## config.mk

```make
export PLATFORM = sky130hd
export DESIGN_NAME = selective_repeat_receiver_flat
export DESIGN_NICKNAME = d
export VERILOG_FILES = /design/src/rtl/srr_pkg.sv /design/src/rtl/srr_if.sv /design/src/rtl/selective_repeat_receiver.sv /design/src/rtl/srr_ram.sv /design/src/rtl/srr_ctrl.sv /design/src/rtl/srr_dp.sv /design/src/flat_wrapper.sv
export SDC_FILE = /design/constraint.sdc
export NUM_CORES = 1
export LEC_CHECK = 0
export ABC_AREA = 1
export BUFFER_PORTS_ARGS = -buffer_cell sky130_fd_sc_hd__clkbuf_2
export CORE_MARGIN = 2
export CORE_UTILIZATION = 40
export CTS_BUF_LIST = sky130_fd_sc_hd__clkbuf_4
export DETAILED_ROUTE_END_ITERATION = 10
export SYNTH_ARGS = -nofsm -noshare
export SYNTH_HDL_FRONTEND = slang
export SYNTH_HIERARCHICAL = 1
export SYNTH_SLANG_ARGS = --single-unit
```

## constraint.sdc

```tcl
create_clock -name clk -period 5.1 [get_ports clk]
set_input_delay 0.765 -clock clk [delete_from_list [all_inputs] [get_ports clk]]
set_output_delay 0.765 -clock clk [all_outputs]
set_load 0.02 [all_outputs]
```

## src/rtl/srr_pkg.sv

```systemverilog
// Shared constants, types and codes for the selective repeat receiver.
package srr_pkg;

  // Sequence space, window and stored payload width
  localparam int SEQ_BITS     = 3;
  localparam int SEQ_MOD      = 1 << SEQ_BITS;
  localparam int WINDOW       = 4;
  localparam int PAYLOAD_BITS = 64;
  localparam int WORD_BITS    = 64;

  // Deliveries released by one packet at most
  localparam int DELIVER_CAP  = (WINDOW < SEQ_MOD) ? WINDOW : SEQ_MOD;
  localparam int CNT_BITS     = $clog2(DELIVER_CAP + 1);

  typedef logic [SEQ_BITS-1:0]     seq_t;
  typedef logic [PAYLOAD_BITS-1:0] pld_t;
  typedef logic [CNT_BITS-1:0]     cnt_t;

  // Result kind codes
  typedef enum logic {
    KIND_DELIVER = 1'b0,
    KIND_ACK     = 1'b1
  } kind_t;

  // Controller states
  typedef enum logic [1:0] {
    ST_IDLE,
    ST_CHECK,
    ST_READ,
    ST_ACK
  } state_t;

  // Controller to datapath commands
  typedef struct packed {
    logic in_ready;
    logic deliver;
    logic ack;
  } cmd_t;

  // Datapath to controller status
  typedef struct packed {
    logic in_valid;
    logic in_ok;
    logic base_filled;
    logic cap_hit;
    logic out_free;
  } status_t;

endpackage

```

## src/rtl/srr_if.sv

```systemverilog
// Packet and result channel interfaces with valid/ready handshake.
interface srr_pkt_if;
  import srr_pkg::*;
  logic                 valid;
  logic                 ready;
  logic                 checksum_ok;
  logic [SEQ_BITS-1:0]  seq_num;
  logic [WORD_BITS-1:0] payload;

  modport source (output valid, checksum_ok, seq_num, payload, input ready);
  modport sink   (input valid, checksum_ok, seq_num, payload, output ready);
endinterface

interface srr_res_if;
  import srr_pkg::*;
  logic                 valid;
  logic                 ready;
  logic                 kind;
  logic [WORD_BITS-1:0] data_out;
  logic [SEQ_BITS-1:0]  ack_num;
  logic                 last;

  modport source (output valid, kind, data_out, ack_num, last, input ready);
  modport sink   (input valid, kind, data_out, ack_num, last, output ready);
endinterface

```

## src/rtl/selective_repeat_receiver.sv

```systemverilog
// Top level of the selective repeat receiver.
//
//   channel  dir  beat contents
//   pkt      in   checksum_ok, seq_num, payload
//   res      out  kind, data_out, ack_num, last
//
// A good packet visits CHECK, then READ and CHECK once per in-order delivery it
// releases (0 to 4), then ACK, which loads its ack before the input opens again
// in IDLE; the registered read of the payload buffer is why each delivery takes
// both a CHECK and a READ state.
// A corrupt packet is dropped in the cycle it is accepted.
// Reset (rst, synchronous) clears the window base, slot flags and state.
// A stalled res holds the controller; the next packet is taken while the ack waits.
module selective_repeat_receiver (
  input  logic      clk,
  input  logic      rst,
  srr_pkt_if.sink   pkt,
  srr_res_if.source res
);
  import srr_pkg::*;

  cmd_t    cmd;
  status_t status;

  srr_ctrl u_ctrl (
    .clk    (clk),
    .rst    (rst),
    .status (status),
    .cmd    (cmd)
  );

  srr_dp u_dp (
    .clk    (clk),
    .rst    (rst),
    .pkt    (pkt),
    .res    (res),
    .cmd    (cmd),
    .status (status)
  );

endmodule

```

## src/rtl/srr_ram.sv

```systemverilog
// Generic single-write, single-read RAM with registered read data.
module srr_ram #(
  parameter int WIDTH = 8,
  parameter int DEPTH = 8
) (
  input  logic                     clk,
  input  logic                     we,
  input  logic [$clog2(DEPTH)-1:0] waddr,
  input  logic [WIDTH-1:0]         wdata,
  input  logic [$clog2(DEPTH)-1:0] raddr,
  output logic [WIDTH-1:0]         rdata
);

  logic [WIDTH-1:0] mem [DEPTH];

  // Write port
  always_ff @(posedge clk) begin
    if (we) begin
      mem[waddr] <= wdata;
    end
  end

  // Registered read port
  always_ff @(posedge clk) begin
    rdata <= mem[raddr];
  end

endmodule

```

## src/rtl/srr_ctrl.sv

```systemverilog
// Controller state machine: accept a packet, drain the in-order run, then ack.
module srr_ctrl (
  input  logic            clk,
  input  logic            rst,
  input  srr_pkg::status_t status,
  output srr_pkg::cmd_t    cmd
);
  import srr_pkg::*;

  state_t state;
  state_t state_next;

  // State register
  always_ff @(posedge clk) begin
    if (rst) begin
      state <= ST_IDLE;
    end else begin
      state <= state_next;
    end
  end

  // Next state
  always_comb begin
    state_next = state;
    unique case (state)
      ST_IDLE: begin
        if (status.in_valid && status.in_ok) begin
          state_next = ST_CHECK;
        end
      end
      ST_CHECK: begin
        if (status.base_filled && !status.cap_hit) begin
          state_next = ST_READ;
        end else begin
          state_next = ST_ACK;
        end
      end
      ST_READ: begin
        if (status.out_free) begin
          state_next = ST_CHECK;
        end
      end
      ST_ACK: begin
        if (status.out_free) begin
          state_next = ST_IDLE;
        end
      end
      default: state_next = ST_IDLE;
    endcase
  end

  // Commands
  always_comb begin
    cmd = '0;
    unique case (state)
      ST_IDLE:  cmd.in_ready = 1'b1;
      ST_CHECK: cmd = '0;
      ST_READ:  cmd.deliver  = status.out_free;
      ST_ACK:   cmd.ack      = status.out_free;
      default:  cmd = '0;
    endcase
  end

endmodule

```

## src/rtl/srr_dp.sv

```systemverilog
// Datapath: window base, slot flags, payload buffer and result register.
module srr_dp (
  input  logic              clk,
  input  logic              rst,
  srr_pkt_if.sink           pkt,
  srr_res_if.source         res,
  input  srr_pkg::cmd_t     cmd,
  output srr_pkg::status_t  status
);
  import srr_pkg::*;

  seq_t                 base;
  logic [SEQ_MOD-1:0]   filled;
  cnt_t                 count;
  seq_t                 seq_hold;
  logic                 pkt_beat;
  logic                 in_window;
  seq_t                 offset;
  logic                 store;
  pld_t                 rd_word;
  logic                 out_valid;
  logic                 out_free;
  logic                 out_kind;
  logic [WORD_BITS-1:0] out_data;
  seq_t                 out_ack;
  logic                 out_last;

  // Window test on the arriving sequence number
  assign pkt.ready = cmd.in_ready;
  assign pkt_beat  = pkt.valid && cmd.in_ready;
  assign offset    = pkt.seq_num - base;
  assign in_window = (32'(offset) < WINDOW);
  assign store     = pkt_beat && pkt.checksum_ok && in_window;

  // Payload buffer, read always at the window base
  srr_ram #(
    .WIDTH (PAYLOAD_BITS),
    .DEPTH (SEQ_MOD)
  ) u_ram (
    .clk   (clk),
    .we    (store),
    .waddr (pkt.seq_num),
    .wdata (pkt.payload[PAYLOAD_BITS-1:0]),
    .raddr (base),
    .rdata (rd_word)
  );

  // Window base, slot flags and delivery count
  always_ff @(posedge clk) begin
    if (rst) begin
      base   <= '0;
      filled <= '0;
      count  <= '0;
    end else begin
      if (store) begin
        filled[pkt.seq_num] <= 1'b1;
      end
      if (pkt_beat) begin
        count <= '0;
      end else if (cmd.deliver) begin
        filled[base] <= 1'b0;
        base         <= base + 1'b1;
        count        <= count + 1'b1;
      end
    end
  end

  // Hold the sequence number for the ack
  always_ff @(posedge clk) begin
    if (pkt_beat) begin
      seq_hold <= pkt.seq_num;
    end
  end

  // Result register: load a beat when free, drop it when taken
  assign out_free = !out_valid || res.ready;

  always_ff @(posedge clk) begin
    if (rst) begin
      out_valid <= 1'b0;
    end else if (cmd.deliver || cmd.ack) begin
      out_valid <= 1'b1;
    end else if (res.ready) begin
      out_valid <= 1'b0;
    end
  end

  always_ff @(posedge clk) begin
    if (cmd.deliver) begin
      out_kind <= KIND_DELIVER;
      out_data <= WORD_BITS'(rd_word);
      out_ack  <= '0;
      out_last <= 1'b0;
    end else if (cmd.ack) begin
      out_kind <= KIND_ACK;
      out_data <= '0;
      out_ack  <= seq_hold;
      out_last <= 1'b1;
    end
  end

  assign res.valid    = out_valid;
  assign res.kind     = out_kind;
  assign res.data_out = out_data;
  assign res.ack_num  = out_ack;
  assign res.last     = out_last;

  // Status to the controller
  assign status.in_valid    = pkt.valid;
  assign status.in_ok       = pkt.checksum_ok;
  assign status.base_filled = filled[base];
  assign status.cap_hit     = (32'(count) >= DELIVER_CAP);
  assign status.out_free    = out_free;

endmodule

```

## src/flat_wrapper.sv

```systemverilog
// flat-port wrapper written by rule: the top's interface ports become plain ports
module selective_repeat_receiver_flat import srr_pkg::*;
  (clk, rst, pkt_valid, pkt_checksum_ok, pkt_seq_num, pkt_payload, pkt_ready, res_valid, res_kind, res_data_out, res_ack_num, res_last, res_ready);
  srr_pkt_if pkt_i ();
  srr_res_if res_i ();
  input  logic clk;
  input  logic rst;
  input wire logic [$bits(pkt_i.valid)-1:0] pkt_valid;
  input wire logic [$bits(pkt_i.checksum_ok)-1:0] pkt_checksum_ok;
  input wire logic [$bits(pkt_i.seq_num)-1:0] pkt_seq_num;
  input wire logic [$bits(pkt_i.payload)-1:0] pkt_payload;
  output wire logic [$bits(pkt_i.ready)-1:0] pkt_ready;
  output wire logic [$bits(res_i.valid)-1:0] res_valid;
  output wire logic [$bits(res_i.kind)-1:0] res_kind;
  output wire logic [$bits(res_i.data_out)-1:0] res_data_out;
  output wire logic [$bits(res_i.ack_num)-1:0] res_ack_num;
  output wire logic [$bits(res_i.last)-1:0] res_last;
  input wire logic [$bits(res_i.ready)-1:0] res_ready;
  assign pkt_i.valid = pkt_valid;
  assign pkt_i.checksum_ok = pkt_checksum_ok;
  assign pkt_i.seq_num = pkt_seq_num;
  assign pkt_i.payload = pkt_payload;
  assign pkt_ready = pkt_i.ready;
  assign res_valid = res_i.valid;
  assign res_kind = res_i.kind;
  assign res_data_out = res_i.data_out;
  assign res_ack_num = res_i.ack_num;
  assign res_last = res_i.last;
  assign res_i.ready = res_ready;
  selective_repeat_receiver u_core (.clk(clk), .rst(rst), .pkt(pkt_i), .res(res_i));
endmodule
```

==> results by group, run 1 <==
Timing
  • Rel. slew slack: 14.82%
  • Clock Skew: 0.05265 ns
  • Min Tclk post-route: 3.244 ns
  • Max Fclk: 308.2 MHz
  • Worst Tran Pin Value: 1.278 ns
  • Post-route clock period utilization: 63.62%
  • Setup violators final: 0
  • Fin. Hold Viols: 0
  • RSZ-0062 raised after global routing: false
  • Final Max Slew Viols: 0
  • Post-route setup TNS: 0 ns

Die
  • Die width: 265.7 µm
  • Die Height: 265.7 µm
  • FP Rows: 95
  • I/O pins: 143
  • Core Region: 67510 µm²
  • Initial Utilization: 40.56%
  • Die Area: 70580 µm²

Synth
  • Mean Syn Cell Area: 10.26 µm²
  • Top FF cell, synth: edfxtp_1
  • Synth async-reset ratio: 0%
  • Post-synth EDFFs: 579
  • Register bit total from synthesis: 664
  • Post-synthesis sequential area ratio: 69.70%
  • Library cells used by synthesis: 27
  • Post-synthesis instance total: 2668
  • Syn Std Cell Area: 27390 µm²
  • Yosys warns: 6
  • Syn_nets: 2744

Route
  • Pre-Repair DR Iteration Count: 6
  • Vias after detailed routing: 17750
  • DRC viols: 0
  • 1st-iter DRT viols: 1157
  • Detailed Route WL: 59440 µm
  • Final ANT Viol Nets: 0
  • Vias per cell: 4.540
  • WL/cell: 15.20 µm

Global route
  • First-pass GRT wire length: 93800 µm
  • Initial antenna violation count: 4
  • Largest net degree at the start of global routing: 201
  • Number of global-route vias before repair: 17470
  • Grt total ovfl: 0
  • Total track usage: 17.10%

Pwr
  • Total leakage power: 0.01451 µW
  • VDD IR max: 144.5 µV
  • Total design power: 11920 µW
  • PD cells: 381.4 nW/µm²

Worst setup path
  • Setup crit end: u_core/u_dp/u_ram/mem[1][12]
  • Worst r2r path cells: 7
  • Worst Setup End Kind: flop
  • Crit path arrival time: 3.83 ns
  • Critical path fanouts, max: 69
  • Critical path class: reg -> reg
  • Worst setup SP type: flop
  • Worst R2R End: u_core/u_dp/u_ram/mem[1][12]
  • Critical path required time: 5.69 ns
  • Crit. Startpoint: u_core/u_dp/base[0]
  • FF-to-FF setup slack: 1.86 ns
  • FF-to-FF Start: u_core/u_dp/base[0]

CTS
  • CTS resizes: 0
  • Num CTS Buffers: 168
  • Clk root buf: clkbuf_4
  • Clock slew at reported path FFs: 0.07 ns
  • H-tree depth: 4
  • CTS max path bufs: 3
  • Clock Latency Late Sink: 0.97 ns
  • Clock sink count: 664
  • CTS tree: built

Layout
  • Final net count: 2972
  • Most frequent cells in the layout: nand2_1 (918), inv_1 (606), edfxtp_1 (579)
  • Fillcell total: 6312
  • Commonest non-fill, non-tap cell in the layout: nand2_1
  • FF/Latch Area: 19100 µm²
  • Share of layout cells above drive strength 1: 15.75%
  • Area of the multi-input gates: 5388 µm²
  • Area grow syn2layout: 14.06%

Placement
  • Post-DP HPWL: 33050 µm
  • Port Buf Inserts: 142
  • Routability cong.: 0.8115

Flow run
  • Max-cap violation count: 0

Run status
  • Status: complete, no violations

Min path
  • Hold WC Path Type: in -> reg
## power by group
| part | total [µW] | internal, µW | switching (µW) |
|---|---|---|---|
| Sequential | 6190 | 6110 | 82.7 |
| Combinational | 996 | 272 | 724 |
| Clock | 4730 | 2640 | 2090 |
## Yosys cell counts, types with 4 or more instances
| master | number | area share, % |
|---|---|---|
| o21ai_0 | 14 | 0.26 |
| inv_2 | 5 | 0.069 |
| buf_1 | 6 | 0.082 |
| nor3_1 | 10 | 0.18 |
| buf_4 | 24 | 0.66 |
| dfxtp_1 | 85 | 6.2 |
| edfxtp_1 | 579 | 63 |
| nand3_1 | 269 | 4.9 |
| clkbuf_1 | 13 | 0.18 |
| buf_6 | 13 | 0.53 |
| nand2_2 | 6 | 0.14 |
| buf_2 | 57 | 1.0 |
| inv_1 | 607 | 8.3 |
| nor2_1 | 24 | 0.33 |
| ha_1 | 4 | 0.18 |
| a21oi_1 | 17 | 0.31 |
| nand2_1 | 919 | 13 |
## per-stage QoR
| stage | area (µm²) | cells | hold slack, ns | setup slack, ns | utilization (%) |
|---|---|---|---|---|---|
| floorplan | 27390 | 2668 | 0.4245 | 0.3549 | - |
| global placement | 28810 | 3588 | 0.4333 | 1.658 | 42.68 |
| detailed placement | 28810 | 3588 | 0.4431 | 1.658 | 42.68 |
| CTS | 31230 | 3908 | 0.004478 | 1.853 | 46.26 |
| global route | 31240 | 3909 | 0.01559 | 1.669 | 46.26 |
| finish | 31240 | 3910 | 0.1020 | 1.856 | 46.27 |
## cell families (layout without fill, tap and decap cells)
family	Yosys count	after routing	synth area share, %
AO/OA/AOI/OAI	37	37	0.7173
adder cells (fa/ha/maj)	4	4	0.1828
buffers and inverters	726	1093	10.90
flip-flops	664	664	69.70
other	0	2	0
AND/OR/NAND/NOR	1237	1237	18.50
## repair_timing
action	4_1_cts	5_1_grt
hold endpoints to repair	55	0
hold buffers	11	0
buffers inserted	0	0
## area by class of cell
type                       count  share of cell area, %
multi-input combinational   1278                  17.25
tap                          873                  3.497
clock inverter                40                 0.9253
inverter                     613                  7.406
sequential                   664                  61.14
clock buffer                 269                  6.465
antenna                        2                0.01602
timing repair buffer         171                  3.300
## how the worst min path moves through the flow
| stage | endpoint | cells after the start | from | slack (ns) |
|---|---|---|---|---|
| detailed placement | u_core/u_dp/filled[2] | 2 | u_core/u_dp/filled[2] | 0.44 |
| floorplan | u_core/u_dp/filled[2] | 2 | u_core/u_dp/filled[2] | 0.42 |
| global placement | u_core/u_dp/filled[4] | 2 | u_core/u_dp/filled[4] | 0.43 |
| global route | u_core/u_dp/u_ram/mem[6][22] | 1 | pkt_payload[22] | 0.02 |
| finish | u_core/u_dp/u_ram/mem[2][20] | 1 | pkt_payload[20] | 0.10 |
| CTS | u_core/u_dp/u_ram/mem[2][20] | 1 | pkt_payload[20] | 0.004 |
## flip-flops by register name, indices dropped and copies added (netlist names), 2 cells and up
signal / count
u_core/u_ctrl/state: 2
u_core/u_dp/res.data_out: 64
u_core/u_dp/filled: 8
u_core/u_dp/res.ack_num: 3
u_core/u_dp/base: 3
u_core/u_dp/u_ram/mem: 512
u_core/u_dp/u_ram/rdata: 64
u_core/u_dp/seq_hold: 3
u_core/u_dp/count: 3
## critical path, cell delays in order, from the launching register on
cell	delay, ns
dfxtp_4	0.89
nand2_2	0.11
nand2_2	0.13
nand3_2	0.11
a21boi_1	0.23
nand2_1	0.30
nor2_4	0.68
buf_12	0.36
## routing by layer
metal  routed length [µm]  global-route usage (%)  share of wire [%]  vias up
met5                   19                       0              0.032        -
met4                  927                   5.982                1.6        4
met3                 3629                   4.518                6.1       75
li1                     -                       -                  -     8858
met1                26310                   21.80                 44     8334
met2                28550                   28.22                 48      480
No activity file was read; power rests on OpenSTA's default activity.
==> run 2: changes to the inputs <==
==> constraint.sdc (replaced) <==
create_clock -name clk -period 3 [get_ports clk]
set_input_delay 0.45 -clock clk [delete_from_list [all_inputs] [get_ports clk]]
set_output_delay 0.45 -clock clk [all_outputs]
set_load 0.02 [all_outputs]
==> results by group, run 2 (synthesis results as in run 1) <==
Run status
  • Status: complete, no violations

Placement
  • Post-DP HPWL: 34130 µm
  • Dpl cell area: 29080 µm²
  • Port Buf Inserts: 142
  • Placed cells: 3602
  • Routability cong.: 0.8179
  • DP Worst Slack: 0.1415 ns

Global route
  • Total track usage: 17.57%
  • Grt met3 use: 4.194%
  • Most used routing layer: met2
  • Met1 Usage GRT: 22.36%
  • Initial antenna violation count: 6
  • First-pass GRT wire length: 95710 µm
  • Largest net degree at the start of global routing: 213
  • Met2 Use GR: 29.16%
  • Grt total ovfl: 0
  • Number of global-route vias before repair: 18040

Layout
  • Final net count: 3051
  • Layout Cells excl Fill: 3983
  • Max FFs per register: 512
  • FF/Latch Area: 19100 µm²
  • Finished Cell Area: 32110 µm²
  • Commonest non-fill, non-tap cell in the layout: nand2_1
  • Area of the multi-input gates: 5388 µm²
  • Largest Register: u_core/u_dp/u_ram/mem
  • Area grow syn2layout: 17.27%
  • Most frequent cells in the layout: nand2_1 (918), inv_1 (606), edfxtp_1 (579)
  • Fillcell total: 6153
  • Share of layout cells above drive strength 1: 15.41%

Route
  • Pre-Repair DR Iteration Count: 5
  • Vias per cell: 4.551
  • Vias after detailed routing: 18130
  • Final ANT Viol Nets: 0
  • WL/cell: 15.42 µm
  • 1st-iter DRT viols: 1084
  • DRC viols: 0
  • Detailed Route WL: 61410 µm

CTS
  • Clock Latency Late Sink: 0.98 ns
  • Clk root buf: clkbuf_4
  • Clock slew at reported path FFs: 0.07 ns
  • CTS max path bufs: 3
  • Num CTS Buffers: 168
  • CTS resizes: 0
  • CTS tree: built
  • H-tree depth: 4
  • Clock sink count: 664
  • Post-CTS Setup Bufs: 0

Worst setup path
  • Cell mode on critical path: dlygate4sd3_1
  • Worst Setup End Kind: flop
  • Crit. Startpoint: pkt_valid
  • CP Cell Sequence: dlygate4sd3_1 -> clkbuf_2 -> nand2_1 -> dlygate4sd3_1 -> nand2_1 -> nand2_1 -> dlygate4sd3_1 -> nor2_1 -> dlygate4sd3_1 -> nand2_1 -> a21oi_1 -> dlygate4sd3_1
  • Critical path class: in -> reg
  • Crit path arrival time: 3.76 ns
  • CP max stage cell: dlygate4sd3_1
  • FF-to-FF Start: u_core/u_dp/base[2]
  • Family with the most delay on the worst path: buffers and inverters
  • Critical path required time: 3.93 ns
  • Critical path fanouts, max: 2
  • Slowest Stage Delay on Critical Path: 0.57 ns
  • Buf+Inv Stages, Crit Path: 6
  • Worst setup SP type: primary input

Timing
  • Clock Skew: 0.05155 ns
  • Final Max Slew Viols: 0
  • Min Tclk post-route: 2.836 ns
  • Setup violators final: 0
  • Post-route clock period utilization: 94.52%
  • Worst Tran Pin Value: 1.277 ns
  • Rel. slew slack: 14.84%
  • Final WS setup: 0.1643 ns
  • Max Fclk: 352.7 MHz
  • Fin. Hold Viols: 0
  • RSZ-0062 raised after global routing: false

Pwr
  • Int Pwr: 15300 µW
  • Clock power frac: 39.1%
  • Gate power share: 9.1%
  • Sequential share of power: 51.7%
  • Sw Share: 24.56%
  • PD cells: 631.7 nW/µm²
  • VDD IR max: 266.8 µV
  • Sw Pwr: 4983 µW
  • Total leakage power: 0.01484 µW

Die
  • Die Height: 265.7 µm
  • Die Area: 70580 µm²
  • Initial Utilization: 40.56%
  • FP Rows: 95
  • Die width: 265.7 µm
  • I/O pins: 143
  • Core Region: 67510 µm²

Min path
  • Hold WC Path Type: in -> reg
  • Hold path start: rst

Flow run
  • Max-cap violation count: 0
[run 2: cell types whose count changed in the layout (fill, tap and decap cells not counted), sizes merged]
cell / delta
clkinvlp: +3
bufinv: +1
inv: -1
buf: +14
dlygate4sd3: +65
clkbuf: -16
clkinv: +7
[run 2: per-stage QoR]
step           utilization, %  power (µW)  hold WS, ns  TNS [ns]
2_1_floorplan               -       11860       0.4245   -223.93
3_3_place_gp            43.07       12430       0.4333         0
3_5_place_dp            43.07       12470       0.4576         0
4_1_cts                 47.56       20580       0.1651         0
5_1_grt                 47.57       21260       0.1961         0
6_report                47.57       20290       0.3259         0
[run 2: repair_timing]
action / 4_1_cts / 5_1_grt
hold buffers: 76 / 0
endpoints found under the hold margin: 535 / 0
endpoints found under the setup margin: 0 / 0
[run 2: worst paths after layout]
kind         slack, ns                endpoint  depth (start not counted)
max               0.16  u_core/u_ctrl/state[0]                         12
min reg2reg       0.46   u_core/u_dp/filled[6]                          2
min               0.33   u_core/u_dp/res.valid                          3
max reg2reg       0.28  u_core/u_ctrl/state[0]                         13
[run 2: worst min-delay path, stage by stage]
cell,delay [ns]
dlygate4sd3_1,0.53
clkbuf_2,0.21
a31oi_1,0.07
[run 2: power groups by stage]
stage / logic, µW / clock network, µW / registers (µW)
after detailed placement: 1780 / 0 / 10700
after global routing: 2070 / 8680 / 10500
final: 1860 / 7940 / 10500
after global placement: 1740 / 0 / 10700
after CTS: 1880 / 8210 / 10500
after floorplan: 1050 / 0 / 10800
[run 2: routing by layer]
metal / part of all wire, % / wire [µm]
met1: 44 / 27130
met2: 48 / 29740
met3: 5.4 / 3345
met4: 1.9 / 1152
met5: 0.090 / 55
[run 2: layout make-up]
class	instances	share of cell area [%]
sequential	664	59.47
multi-input combinational	1278	16.78
inverter	613	7.204
timing repair buffer	250	6.070
clock buffer	253	5.914
tap	873	3.401
clock inverter	50	1.145
antenna	2	0.01558
